==> config.mk <==
export PLATFORM = sky130hd
export DESIGN_NAME = channel_frame_deframer
export DESIGN_NICKNAME = d
export VERILOG_FILES = /design/src/design/cfd_pkg.sv /design/src/design/channel_frame_deframer.sv
export SDC_FILE = /design/constraint.sdc
export NUM_CORES = 1
export LEC_CHECK = 0
export BUFFER_PORTS_ARGS = -buffer_cell sky130_fd_sc_hd__buf_2
export CELL_PAD_IN_SITES_DETAIL_PLACEMENT = 1
export CELL_PAD_IN_SITES_GLOBAL_PLACEMENT = 1
export CORE_ASPECT_RATIO = 0.8
export CORE_MARGIN = 2
export CORE_UTILIZATION = 42
export DETAILED_ROUTE_END_ITERATION = 8
export PLACE_DENSITY_LB_ADDON = 0.1
export SLEW_MARGIN = 30
export SYNTH_ARGS = -nofsm -noshare
export SYNTH_HDL_FRONTEND = slang
export SYNTH_SLANG_ARGS = --single-unit
==> constraint.sdc <==
create_clock -name aclk -period 2.65 [get_ports aclk]
set_clock_uncertainty 0.1 [all_clocks]
set_input_delay 0.53 -clock aclk [delete_from_list [all_inputs] [get_ports aclk]]
set_output_delay 0.53 -clock aclk [all_outputs]
set_load 0.02 [all_outputs]
==> src/design/cfd_pkg.sv <==
// cfd_pkg: constants and the stream header table for the channel frame deframer
// depends on nothing; used by channel_frame_deframer
`timescale 1ns / 1ps
`default_nettype none

package cfd_pkg;

    // number of stream header bytes checked after reset (1 to 16)
    localparam int HDR_BYTES = 12;
    localparam int HDR_IDX_W = 4;
    // header index value at which the header is complete (index wraps at 16)
    localparam logic [HDR_IDX_W-1:0] HDR_END = HDR_IDX_W'(HDR_BYTES % 16);

    localparam int BYTE_W = 8;
    localparam int CHAN_W = 16;
    localparam int LEN_W  = 16;
    localparam int OUT_DATA_W = BYTE_W + CHAN_W;
    localparam int OUT_USER_W = 2;

    // tuser bit positions
    localparam int USER_CTRL = 0;
    localparam int USER_HERR = 1;

    // expected header text, zero past the default text
    function automatic logic [BYTE_W-1:0] hdr_byte(input logic [HDR_IDX_W-1:0] idx);
        logic [BYTE_W-1:0] b;
        case (idx)
            4'd0:    b = 8'h58;
            4'd1:    b = 8'h7A;
            4'd2:    b = 8'h20;
            4'd3:    b = 8'h30;
            4'd4:    b = 8'h30;
            4'd5:    b = 8'h30;
            4'd6:    b = 8'h2E;
            4'd7:    b = 8'h30;
            4'd8:    b = 8'h30;
            4'd9:    b = 8'h31;
            4'd10:   b = 8'h0D;
            4'd11:   b = 8'h0A;
            default: b = 8'h00;
        endcase
        return b;
    endfunction

endpackage

`default_nettype wire

==> src/design/channel_frame_deframer.sv <==
// channel_frame_deframer: throughput one byte per cycle while no waiting result holds a byte
// that emits; an input register feeds the phase logic, which loads a result register that
// drives m_*; while a result waits on m_tready only bytes that emit nothing move on.
// aresetn is synchronous, active low: phase returns to header check, counters clear,
// both pipeline registers empty. after a header mismatch every byte is dropped until reset.
// depends on cfd_pkg
`timescale 1ns / 1ps
`default_nettype none

module channel_frame_deframer (
    input  wire logic                           aclk,
    input  wire logic                           aresetn,
    input  wire logic                           s_tvalid,
    output logic                                s_tready,
    input  wire logic [cfd_pkg::BYTE_W-1:0]     s_tdata,   // [7:0] rx_byte
    output logic                                m_tvalid,
    input  wire logic                           m_tready,
    output logic [cfd_pkg::OUT_DATA_W-1:0]      m_tdata,   // [7:0] payload_byte, [23:8] frame_channel
    output logic                                m_tlast,   // end_of_frame
    output logic [cfd_pkg::OUT_USER_W-1:0]      m_tuser    // [0] is_control, [1] header_error
);

    localparam logic [2:0] PH_HEADER  = 3'd0;
    localparam logic [2:0] PH_CH_LO   = 3'd1;
    localparam logic [2:0] PH_CH_HI   = 3'd2;
    localparam logic [2:0] PH_LEN_LO  = 3'd3;
    localparam logic [2:0] PH_LEN_HI  = 3'd4;
    localparam logic [2:0] PH_PAYLOAD = 3'd5;
    localparam logic [2:0] PH_HALTED  = 3'd6;

    // input stage
    logic                           in_valid_reg;
    logic [cfd_pkg::BYTE_W-1:0]     in_byte_reg;

    // deframer state
    logic [2:0]                     phase_reg, phase_next;
    logic [cfd_pkg::HDR_IDX_W-1:0]  hdr_idx_reg, hdr_idx_next;
    logic [cfd_pkg::CHAN_W-1:0]     chan_reg, chan_next;
    logic [cfd_pkg::LEN_W-1:0]      len_reg, len_next;
    logic [cfd_pkg::LEN_W-1:0]      count_reg, count_next;

    // result register
    logic                           out_valid_reg;
    logic [cfd_pkg::OUT_DATA_W-1:0] out_data_reg, out_data_next;
    logic                           out_last_reg, out_last_next;
    logic [cfd_pkg::OUT_USER_W-1:0] out_user_reg, out_user_next;

    logic                           emit;
    logic                           out_free;
    logic                           advance;
    logic [cfd_pkg::LEN_W-1:0]      count_inc;

    assign count_inc = count_reg + cfd_pkg::LEN_W'(1);

    always_comb begin
        phase_next    = phase_reg;
        hdr_idx_next  = hdr_idx_reg;
        chan_next     = chan_reg;
        len_next      = len_reg;
        count_next    = count_reg;
        emit          = 1'b0;
        out_data_next = '0;
        out_last_next = 1'b0;
        out_user_next = '0;
        case (phase_reg)
            PH_HEADER: begin
                if (in_byte_reg != cfd_pkg::hdr_byte(hdr_idx_reg)) begin
                    phase_next = PH_HALTED;
                    emit       = 1'b1;
                    out_user_next[cfd_pkg::USER_HERR] = 1'b1;
                end else begin
                    hdr_idx_next = hdr_idx_reg + cfd_pkg::HDR_IDX_W'(1);
                    if (hdr_idx_next == cfd_pkg::HDR_END) begin
                        phase_next = PH_CH_LO;
                    end
                end
            end
            PH_CH_LO: begin
                chan_next  = {{(cfd_pkg::CHAN_W-cfd_pkg::BYTE_W){1'b0}}, in_byte_reg};
                phase_next = PH_CH_HI;
            end
            PH_CH_HI: begin
                chan_next  = {in_byte_reg, chan_reg[cfd_pkg::BYTE_W-1:0]};
                phase_next = PH_LEN_LO;
            end
            PH_LEN_LO: begin
                len_next   = {{(cfd_pkg::LEN_W-cfd_pkg::BYTE_W){1'b0}}, in_byte_reg};
                phase_next = PH_LEN_HI;
            end
            PH_LEN_HI: begin
                len_next   = {in_byte_reg, len_reg[cfd_pkg::BYTE_W-1:0]};
                count_next = '0;
                // zero-length frame ends here with no result
                phase_next = (len_next == '0) ? PH_CH_LO : PH_PAYLOAD;
            end
            PH_PAYLOAD: begin
                emit          = 1'b1;
                out_data_next = {chan_reg, in_byte_reg};
                out_user_next[cfd_pkg::USER_CTRL] = (chan_reg == '0);
                if (count_inc == len_reg) begin
                    out_last_next = 1'b1;
                    count_next    = '0;
                    phase_next    = PH_CH_LO;
                end else begin
                    count_next = count_inc;
                end
            end
            PH_HALTED: begin
                phase_next = PH_HALTED;
            end
            default: begin
                phase_next = PH_HALTED;
            end
        endcase
    end

    assign out_free = !out_valid_reg || m_tready;
    // a beat with no result retires even while the result register is full
    assign advance  = in_valid_reg && (out_free || !emit);
    assign s_tready = !in_valid_reg || advance;

    always_ff @(posedge aclk) begin
        if (!aresetn) begin
            in_valid_reg <= 1'b0;
        end else if (s_tready) begin
            in_valid_reg <= s_tvalid;
        end
    end

    always_ff @(posedge aclk) begin
        if (s_tready && s_tvalid) begin
            in_byte_reg <= s_tdata;
        end
    end

    always_ff @(posedge aclk) begin
        if (!aresetn) begin
            phase_reg   <= PH_HEADER;
            hdr_idx_reg <= '0;
            chan_reg    <= '0;
            len_reg     <= '0;
            count_reg   <= '0;
        end else if (advance) begin
            phase_reg   <= phase_next;
            hdr_idx_reg <= hdr_idx_next;
            chan_reg    <= chan_next;
            len_reg     <= len_next;
            count_reg   <= count_next;
        end
    end

    always_ff @(posedge aclk) begin
        if (!aresetn) begin
            out_valid_reg <= 1'b0;
        end else if (out_free) begin
            out_valid_reg <= advance && emit;
        end
    end

    always_ff @(posedge aclk) begin
        if (out_free && advance && emit) begin
            out_data_reg <= out_data_next;
            out_last_reg <= out_last_next;
            out_user_reg <= out_user_next;
        end
    end

    assign m_tvalid = out_valid_reg;
    assign m_tdata  = out_data_reg;
    assign m_tlast  = out_last_reg;
    assign m_tuser  = out_user_reg;

    // only header check and payload phases ever load a result
    assert property (@(posedge aclk) disable iff (!aresetn)
        (advance && emit) |-> (phase_reg == PH_HEADER || phase_reg == PH_PAYLOAD))
        else $error("result from a phase that emits nothing");

    // an error result leaves the block halted
    assert property (@(posedge aclk) disable iff (!aresetn)
        (m_tvalid && m_tuser[cfd_pkg::USER_HERR]) |-> (phase_reg == PH_HALTED))
        else $error("header error without halt");

    // the byte count never reaches the frame length inside a frame
    assert property (@(posedge aclk) disable iff (!aresetn)
        (phase_reg == PH_PAYLOAD) |-> (count_reg < len_reg))
        else $error("payload count overran frame length");

    // an error beat carries no frame marks
    assert property (@(posedge aclk) disable iff (!aresetn)
        (m_tvalid && m_tuser[cfd_pkg::USER_HERR]) |->
            (!m_tlast && !m_tuser[cfd_pkg::USER_CTRL] && m_tdata == '0))
        else $error("error beat with frame fields set");

    // once halted, the block stays halted
    assert property (@(posedge aclk) disable iff (!aresetn)
        (phase_reg == PH_HALTED) |=> (phase_reg == PH_HALTED))
        else $error("left halted phase without reset");

endmodule

`default_nettype wire

==> results.json, run 1 <==
{
  "status": "completed",
  "rows": 34,
  "cts-root-buf": "clkbuf_16",
  "gp_congestion": 0.858,
  "grt_pass1_wl_mm": 21.2,
  "synth-edff-count": 35,
  "power_per_cell_area_mw_per_mm2": 514,
  "synth-async-reset-ratio": 0,
  "num_vias": 3929,
  "synthDistinctLibCells": 54,
  "ys_warn_count": 0,
  "cpPeakStageDelay_ps": 420,
  "final.setup.tns_ps": 0,
  "startpoint": "count_reg[3]",
  "syn_avg_cell_area_um2": 9.59,
  "period_minus_slack_ps": 2620,
  "cts.sinks": 99,
  "antenna_found_initial": 0,
  "die_x_um": 122,
  "cts_max_path_buffers": 2,
  "placed_area_mm2": 0.00547,
  "die_area_mm2": 0.0121,
  "slew_headroom": 0.583,
  "synth_fp_nets": 509,
  "final_cell_mix": "nand2_1 (68), buf_4 (67), dfxtp_1 (57)",
  "antennaDiodeCount": 0,
  "drtAntennaViolNets": 0,
  "cp-start-kind": "register",
  "grt_pass1_vias": 4084,
  "register_area_mm2": 0.00235,
  "r2r_setup_slack_ps": 30,
  "numPortBuffers": 40,
  "crit_type": "register to register",
  "clk_latency_ps": 340,
  "path_cells": "nand4_4 -> or3_4 -> a221o_1 -> a2111oi_4 -> o2111ai_4 -> a211o_1 -> and3_1",
  "fill_cells": 1250,
  "die_h_um": 98.7,
  "ys_ff_latch": 99,
  "rsz0062_at_grt": "true",
  "synth_ff_type": "dfxtp_1",
  "r2r_start": "count_reg[3]",
  "slowest_stage": "a2111oi_4",
  "worst_slew_pin_slew_ps": 623,
  "setup_viol": 0,
  "drt_iter0_markers": 162,
  "synth.largest_area_cell": "dfxtp_1",
  "total_leakage_power_nw": 2.27,
  "postRouteWirelength_mm": 13.4,
  "yosysSeqAreaShare": 0.495,
  "crit_fanout": 7,
  "timing.fmax_mhz": 382,
  "multi_input_area_mm2": 0.00246,
  "cts_tree": "built",
  "final_util": 0.558,
  "coreArea_mm2": 0.0109,
  "synth_area_leaders": "dfxtp_1 (27%), edfxtp_1 (22%), nand2_1 (5.4%)",
  "hold_viol": 0,
  "wl_per_cell_um": 18.3,
  "final_common_cell": "nand2_1",
  "worst_setup_path_end_kind": "register",
  "drtPass1Iterations": 4,
  "postSynthCellCount": 491,
  "irDropWorstVdd_v": 0.000282,
  "drc": 0,
  "cp_data_required_time_ps": 2790,
  "ctsHoldBuffers": 0,
  "slew_viol_final": 0,
  "grt-ovfl-total": 0,
  "design_area_mm2": 0.00608,
  "drive_above_1_share": 0.294,
  "track_usage": 0.228,
  "syn_to_final_growth_pct": 29.2,
  "netlist_area_mm2": 0.00471,
  "yosys.area.top_type_share": 0.272,
  "dp_hpwl_mm": 9.43,
  "holdCritPathClass": "primary input to register",
  "io_pins": 41,
  "fin_nets": 604,
  "largest_register_ffs": 24,
  "cap_violations": 0,
  "hp-start": "s_tdata[7]",
  "cts-buffers-inserted": 9,
  "viasPerCell": 5.35,
  "clkSlewWorstSetupHoldPaths_ps": 70,
  "worstPathArrival_ps": 2760,
  "start_util": 0.432,
  "hold_slack_ps": 260,
  "grt_max_degree": 33,
  "period_share": 0.988,
  "htreeDepth": 3
}
==> cells in the mapped netlist, types with 2 or more instances <==
cell / instances
ha_1: 6
nand4_1: 10
o31ai_1: 2
a21boi_0: 29
or2_2: 2
o21a_1: 2
nor3_1: 4
or4_1: 5
nand2_1: 68
inv_1: 9
o211ai_1: 3
a211o_1: 3
and2_1: 31
xnor2_1: 22
clkbuf_1: 21
dfxtp_1: 64
nand2b_1: 5
nand3_1: 27
o22ai_1: 3
nor4_1: 10
a31oi_1: 9
and3_1: 5
buf_2: 5
nand3b_1: 3
nor2_1: 25
a21oi_1: 6
edfxtp_1: 35
nor2b_1: 14
a22oi_1: 8
buf_1: 2
or3_1: 3
a21o_1: 2
and3b_1: 2
o21ai_0: 9
xor2_1: 14
mux2i_1: 5
==> cell type report <==
cell class,instances,area share
Sequential cell,99,0.387
Clock inverter,7,0.0103
Timing Repair Buffer,112,0.126
Inverter,9,0.00555
Clock buffer,9,0.0370
Multi-Input combinational cell,355,0.405
Tap cell,144,0.0296
==> worst max-delay path, delay by kind of cell (launching register included) <==
family	cells	cell delay, ps
AND/OR/NAND/NOR	3	610
AO/OA/AOI/OAI	4	1410
flip-flops	1	390
==> cell families after synthesis <==
| group | count (synthesis) | share of synthesized area |
|---|---|---|
| AND/OR/NAND/NOR | 220 | 0.241 |
| flip-flops | 99 | 0.495 |
| AO/OA/AOI/OAI | 88 | 0.139 |
| buffers and inverters | 37 | 0.0308 |
| XOR/XNOR | 36 | 0.0670 |
| adder cells (fa/ha/maj) | 6 | 0.0159 |
| multiplexers | 5 | 0.0106 |
==> path summary, 6_finish.rpt <==
path / depth (start not counted) / to
setup / recovery: 7 / phase_reg[2]
hold / removal: 1 / in_byte_reg[7]
setup reg to reg: 7 / phase_reg[2]
hold reg to reg: 2 / chan_reg[4]
==> timing repair <==
item                                    4_1_cts  5_1_grt
pin swaps                                     8       24
endpoints found under the setup margin       28       20
resized for setup                            19       39
buffers inserted                              4        5
endpoints found under the hold margin         0        0
==> stage by stage <==
stage | std cells | power (mW) | setup slack, ps
3_3_place_gp | 710 | 1.87 | -62.7
2_1_floorplan | 491 | 1.79 | 16.8
4_1_cts | 730 | 3.14 | 0.111
3_5_place_dp | 710 | 1.88 | -154
5_1_grt | 735 | 3.23 | -59.5
6_report | 735 | 3.12 | 32.2
==> routing by layer <==
metal	global-route usage	wire [um]	vias to the layer above	part of all wire
li1	-	-	1928	-
met1	0.316	6430	1907	0.48
met2	0.358	6190	69	0.46
met3	0.0480	491	25	0.037
met4	0.0743	308	0	0.023
met5	0	0	-	0
==> report_power, final <==
| part | internal [mW] | switching, mW |
|---|---|---|
| Sequential | 1.60 | 0.0232 |
| Combinational | 0.0925 | 0.145 |
| Clock | 0.652 | 0.607 |
(Power assumes the default switching activity.)
==> inputs of run 2 (changes only) <==
--- a/config.mk
+++ b/config.mk
@@ -12,7 +12,8 @@
 export CORE_MARGIN = 2
 export CORE_UTILIZATION = 42
 export DETAILED_ROUTE_END_ITERATION = 8
-export PLACE_DENSITY_LB_ADDON = 0.1
+export PLACE_DENSITY = 0.85
+export RECOVER_POWER = 50
 export SLEW_MARGIN = 30
 export SYNTH_ARGS = -nofsm -noshare
 export SYNTH_HDL_FRONTEND = slang
==> results.json, run 2 (synthesis results as in run 1) <==
{
  "timing.fmax_mhz": 367,
  "status": "complete, but fails checks",
  "top_layer_used": "met4",
  "r2r_setup_slack_ps": -70,
  "drc": 0,
  "multi_input_area_mm2": 0.00247,
  "numPortBuffers": 40,
  "cts-root-buf": "clkbuf_16",
  "swShare": 0.252,
  "worst_slew_pin_slew_ps": 667,
  "grt_max_degree": 33,
  "pwr-share-seq": 0.524,
  "clkSlewWorstSetupHoldPaths_ps": 70,
  "setup_slack_ps": -74.3,
  "final_cell_mix": "nand2_1 (68), dfxtp_1 (60), buf_4 (57)",
  "drive_above_1_share": 0.229,
  "start_util": 0.432,
  "crit_type": "register to register",
  "grt_pass1_vias": 4452,
  "period_minus_slack_ps": 2720,
  "dr_wl_met2_mm": 8.10,
  "coreArea_mm2": 0.0109,
  "irDropWorstVdd_v": 0.000355,
  "num_vias": 4220,
  "final.setup.tns_ps": -150,
  "cap_violations": 0,
  "fill_cells": 1267,
  "htreeDepth": 3,
  "slowest_stage": "a2111oi_4",
  "power_frac_clock": 0.401,
  "drtAntennaViolNets": 0,
  "slew_viol_final": 0,
  "wl_per_cell_um": 21.4,
  "grt_pass1_wl_mm": 23.5,
  "dp_cells": 706,
  "met3_length_um": 812,
  "violations": "negative setup slack",
  "slew_headroom": 0.554,
  "die_area_mm2": 0.0121,
  "cts.sinks": 99,
  "postRouteWirelength_mm": 15.6,
  "cp_data_required_time_ps": 2800,
  "rsz0062_at_grt": "true",
  "cts_tree": "built",
  "cts-buffers-inserted": 9,
  "holdCritPathClass": "primary input to register",
  "power_mw": 3.12,
  "p_int_mw": 2.33,
  "antenna_found_initial": 0,
  "final_common_cell": "nand2_1",
  "period_share": 1.03,
  "cp-start-kind": "register",
  "syn_to_final_growth_pct": 27.5,
  "io_pins": 41,
  "drtPass1Iterations": 5,
  "p_switching_mw": 0.787,
  "hold_viol": 0,
  "finalNonFillerCells": 730,
  "worst_setup_path_end_kind": "register",
  "clk_latency_ps": 350,
  "power_per_cell_area_mw_per_mm2": 520,
  "register_area_mm2": 0.00234,
  "die_h_um": 98.7,
  "p_comb_frac": 0.075,
  "grt-ovfl-total": 0,
  "path_cells": "buf_6 -> nand4_4 -> or3_4 -> a221o_1 -> a2111oi_4 -> o2111ai_4 -> buf_6 -> a211o_1 -> and3_1",
  "die_x_um": 122,
  "design_area_mm2": 0.00600,
  "met1_length_mm": 6.30,
  "gp_congestion": 0.898,
  "path_common_cell": "buf_6",
  "rows": 34,
  "placed_area_mm2": 0.00544,
  "cpPeakStageDelay_ps": 420,
  "drt_iter0_markers": 289,
  "total_leakage_power_nw": 2.13,
  "largest_register_ffs": 24,
  "track_usage": 0.252,
  "dp_hpwl_mm": 10.2,
  "worstPathArrival_ps": 2870,
  "crit_fanout": 4,
  "cts_max_path_buffers": 2,
  "viasPerCell": 5.78,
  "setup_viol": 8,
  "fin_nets": 599,
  "antennaDiodeCount": 0
}
-- run 2: power groups by stage --
stage / Combinational, mW / Clock, mW / Sequential (mW)
2_1_floorplan: 0.0981 / 0 / 1.69
3_3_place_gp: 0.200 / 0 / 1.66
3_5_place_dp: 0.210 / 0 / 1.67
4_1_cts: 0.223 / 1.27 / 1.63
5_1_grt: 0.250 / 1.32 / 1.64
6_report: 0.235 / 1.25 / 1.63
-- run 2: cell type report --
type | instances | share of cell area
multi-input cells | 355 | 0.411
clock inverters | 7 | 0.00855
inverters | 9 | 0.00563
well taps | 144 | 0.0300
flip-flops and latches | 99 | 0.390
clock buffers | 9 | 0.0375
repair buffers | 107 | 0.117
-- run 2: metrics by stage --
step / hold WS [ps] / worst slack (ps) / utilization
floorplan: 350 / 16.8 / -
global placement: 368 / -48.0 / 0.499
detailed placement: 383 / -250 / 0.499
CTS: 246 / -45.0 / 0.538
global route: 259 / -144 / 0.551
finish: 268 / -74.3 / 0.551
-- run 2: timing repair --
| item | 4_1_cts | 5_1_grt |
|---|---|---|
| endpoints found under the setup margin | 19 | 22 |
| pin swaps | 6 | 18 |
| buffers inserted | 4 | 4 |
| resized for setup | 26 | 35 |
| hold buffers | 0 | 0 |
-- run 2: critical path: cells and delay by family (launching register included) --
kind            cells  cell delay, ps
compound gates      4            1260
simple gates        3             570
flops               1             380
buf+inv             2             300
-- run 2: metal layers --
layer,GRT usage,vias up
met5,0,-
met4,0.0760,0
met3,0.0527,37
met2,0.446,160
met1,0.308,2102
li1,-,1921
-- run 2: worst paths after layout --
check / from / to / cells past startpoint
setup reg to reg: count_reg[0] / phase_reg[2] / 9
hold reg to reg: chan_reg[2] / chan_reg[2] / 2
setup / recovery: count_reg[0] / phase_reg[2] / 9
hold / removal: s_tdata[7] / in_byte_reg[7] / 1
==> inputs of run 3 (changes only) <==
--- a/config.mk
+++ b/config.mk
@@ -12,7 +12,7 @@
 export CORE_MARGIN = 2
 export CORE_UTILIZATION = 42
 export DETAILED_ROUTE_END_ITERATION = 8
-export PLACE_DENSITY = 0.85
+export PLACE_DENSITY_LB_ADDON = 0.1
 export RECOVER_POWER = 50
 export SLEW_MARGIN = 30
 export SYNTH_ARGS = -nofsm -noshare
==> results.json, run 3 (synthesis results as in run 1) <==
{
  "final_common_cell": "nand2_1",
  "crit_fanout": 7,
  "numPortBuffers": 40,
  "timing.fmax_mhz": 381,
  "hold_viol": 0,
  "worst_slew_pin_slew_ps": 953,
  "reg2regPathDepth": 7,
  "setup_slack_ps": 25.5,
  "r2r_start": "count_reg[3]",
  "grt_max_degree": 33,
  "htreeDepth": 3,
  "drive_above_1_share": 0.244,
  "worst_setup_path_end_kind": "register",
  "gp_congestion": 0.858,
  "period_minus_slack_ps": 2620,
  "irDropWorstVdd_v": 0.000285,
  "worstPathArrival_ps": 2770,
  "drc": 0,
  "postRouteWirelength_mm": 13.5,
  "io_pins": 41,
  "grt_pass1_wl_mm": 21.2,
  "ctsHoldBuffers": 0,
  "die_h_um": 98.7,
  "endpoint": "phase_reg[2]",
  "grt-ovfl-total": 0,
  "dp_hpwl_mm": 9.43,
  "power_per_cell_area_mw_per_mm2": 517,
  "drt_iter0_markers": 175,
  "coreArea_mm2": 0.0109,
  "setup_viol": 0,
  "cts-root-buf": "clkbuf_16",
  "r2r_setup_slack_ps": 30,
  "holdCritPathClass": "primary input to register",
  "slew_headroom": 0.365,
  "clk_latency_ps": 350,
  "rsz0062_at_grt": "true",
  "fin_nets": 604,
  "worst_r2r_endpoint": "phase_reg[2]",
  "viasPerCell": 5.38,
  "antennaDiodeCount": 0,
  "drtAntennaViolNets": 0,
  "cts_tree": "built",
  "rows": 34,
  "cap_violations": 0,
  "power_mw": 3.12,
  "cts.sinks": 99,
  "hold_depth": 1,
  "num_vias": 3954,
  "cp-start-kind": "register",
  "grt_pass1_vias": 4084,
  "slew_viol_final": 0,
  "period_share": 0.990,
  "die_x_um": 122,
  "syn_to_final_growth_pct": 28.2,
  "drtPass1Iterations": 4,
  "die_area_mm2": 0.0121,
  "design_area_mm2": 0.00604,
  "antenna_found_initial": 0,
  "track_usage": 0.228,
  "startpoint": "count_reg[3]",
  "wl_per_cell_um": 18.3,
  "final_util": 0.554,
  "fill_cells": 1264,
  "status": "completed",
  "start_util": 0.432,
  "total_leakage_power_nw": 2.16,
  "cts-buffers-inserted": 9,
  "placed_area_mm2": 0.00547,
  "cp_data_required_time_ps": 2790,
  "final_cell_mix": "nand2_1 (68), buf_4 (64), dfxtp_1 (57)",
  "largest_register_ffs": 24,
  "clkSlewWorstSetupHoldPaths_ps": 70,
  "final.setup.tns_ps": 0,
  "crit_type": "register to register",
  "place_ws_ps": -154,
  "cts_max_path_buffers": 2
}
[run 3: cell types whose count changed in the layout (fill, tap and decap cells not counted), sizes merged]
cell	change
buf	+6
clkinvlp	+2
clkbuf	-1
clkinv	-1
inv	-1
[run 3: critical path, stage by stage (launching register included)]
cell       delay [ps]
dfxtp_4           390
nand4_4           100
or3_4             350
a221o_1           400
a2111oi_4         430
o2111ai_4         270
a211o_1           310
and3_1            160
[run 3: timing repair]
item | CTS | global route
setup endpoints to repair | 28 | 20
buffers inserted | 4 | 5
pin swaps | 8 | 24
cloned | 0 | 0
resized for setup | 19 | 39
[run 3: how the worst min path moves through the flow]
| stage | end | from |
|---|---|---|
| floorplan | count_reg[15] | count_reg[15] |
| global placement | chan_reg[1] | chan_reg[1] |
| detailed placement | count_reg[15] | count_reg[15] |
| CTS | in_byte_reg[7] | s_tdata[7] |
| global route | in_byte_reg[5] | s_tdata[5] |
| finish | in_byte_reg[7] | s_tdata[7] |
[run 3: power by group]
group,internal [mW],switching [mW]
clock,0.651,0.609
combinational,0.0869,0.146
sequential,1.60,0.0237
[run 3: through the flow]
| step | std cells | hold WS [ps] |
|---|---|---|
| 6_report | 735 | 257 |
| 5_1_grt | 735 | 251 |
| 4_1_cts | 730 | 247 |
| 3_5_place_dp | 710 | 382 |
| 3_3_place_gp | 710 | 366 |
| 2_1_floorplan | 491 | 350 |
[run 3: layout make-up]
cell class                      instances  area (um^2)  area share
Tap cell                              144          180      0.0299
Sequential cell                        99         2350       0.390
Multi-Input combinational cell        355         2460       0.407
Clock buffer                            9          225      0.0373
Clock inverter                          7         62.6      0.0104
Inverter                                9         33.8     0.00560
Timing Repair Buffer                  112          724       0.120
[run 3: per-layer routing]
metal,wire length [um],GRT usage,up-vias
li1,-,-,1929
met1,6400,0.316,1922
met2,6200,0.358,75
met3,517,0.0480,28
met4,337,0.0743,0
met5,0,0,-
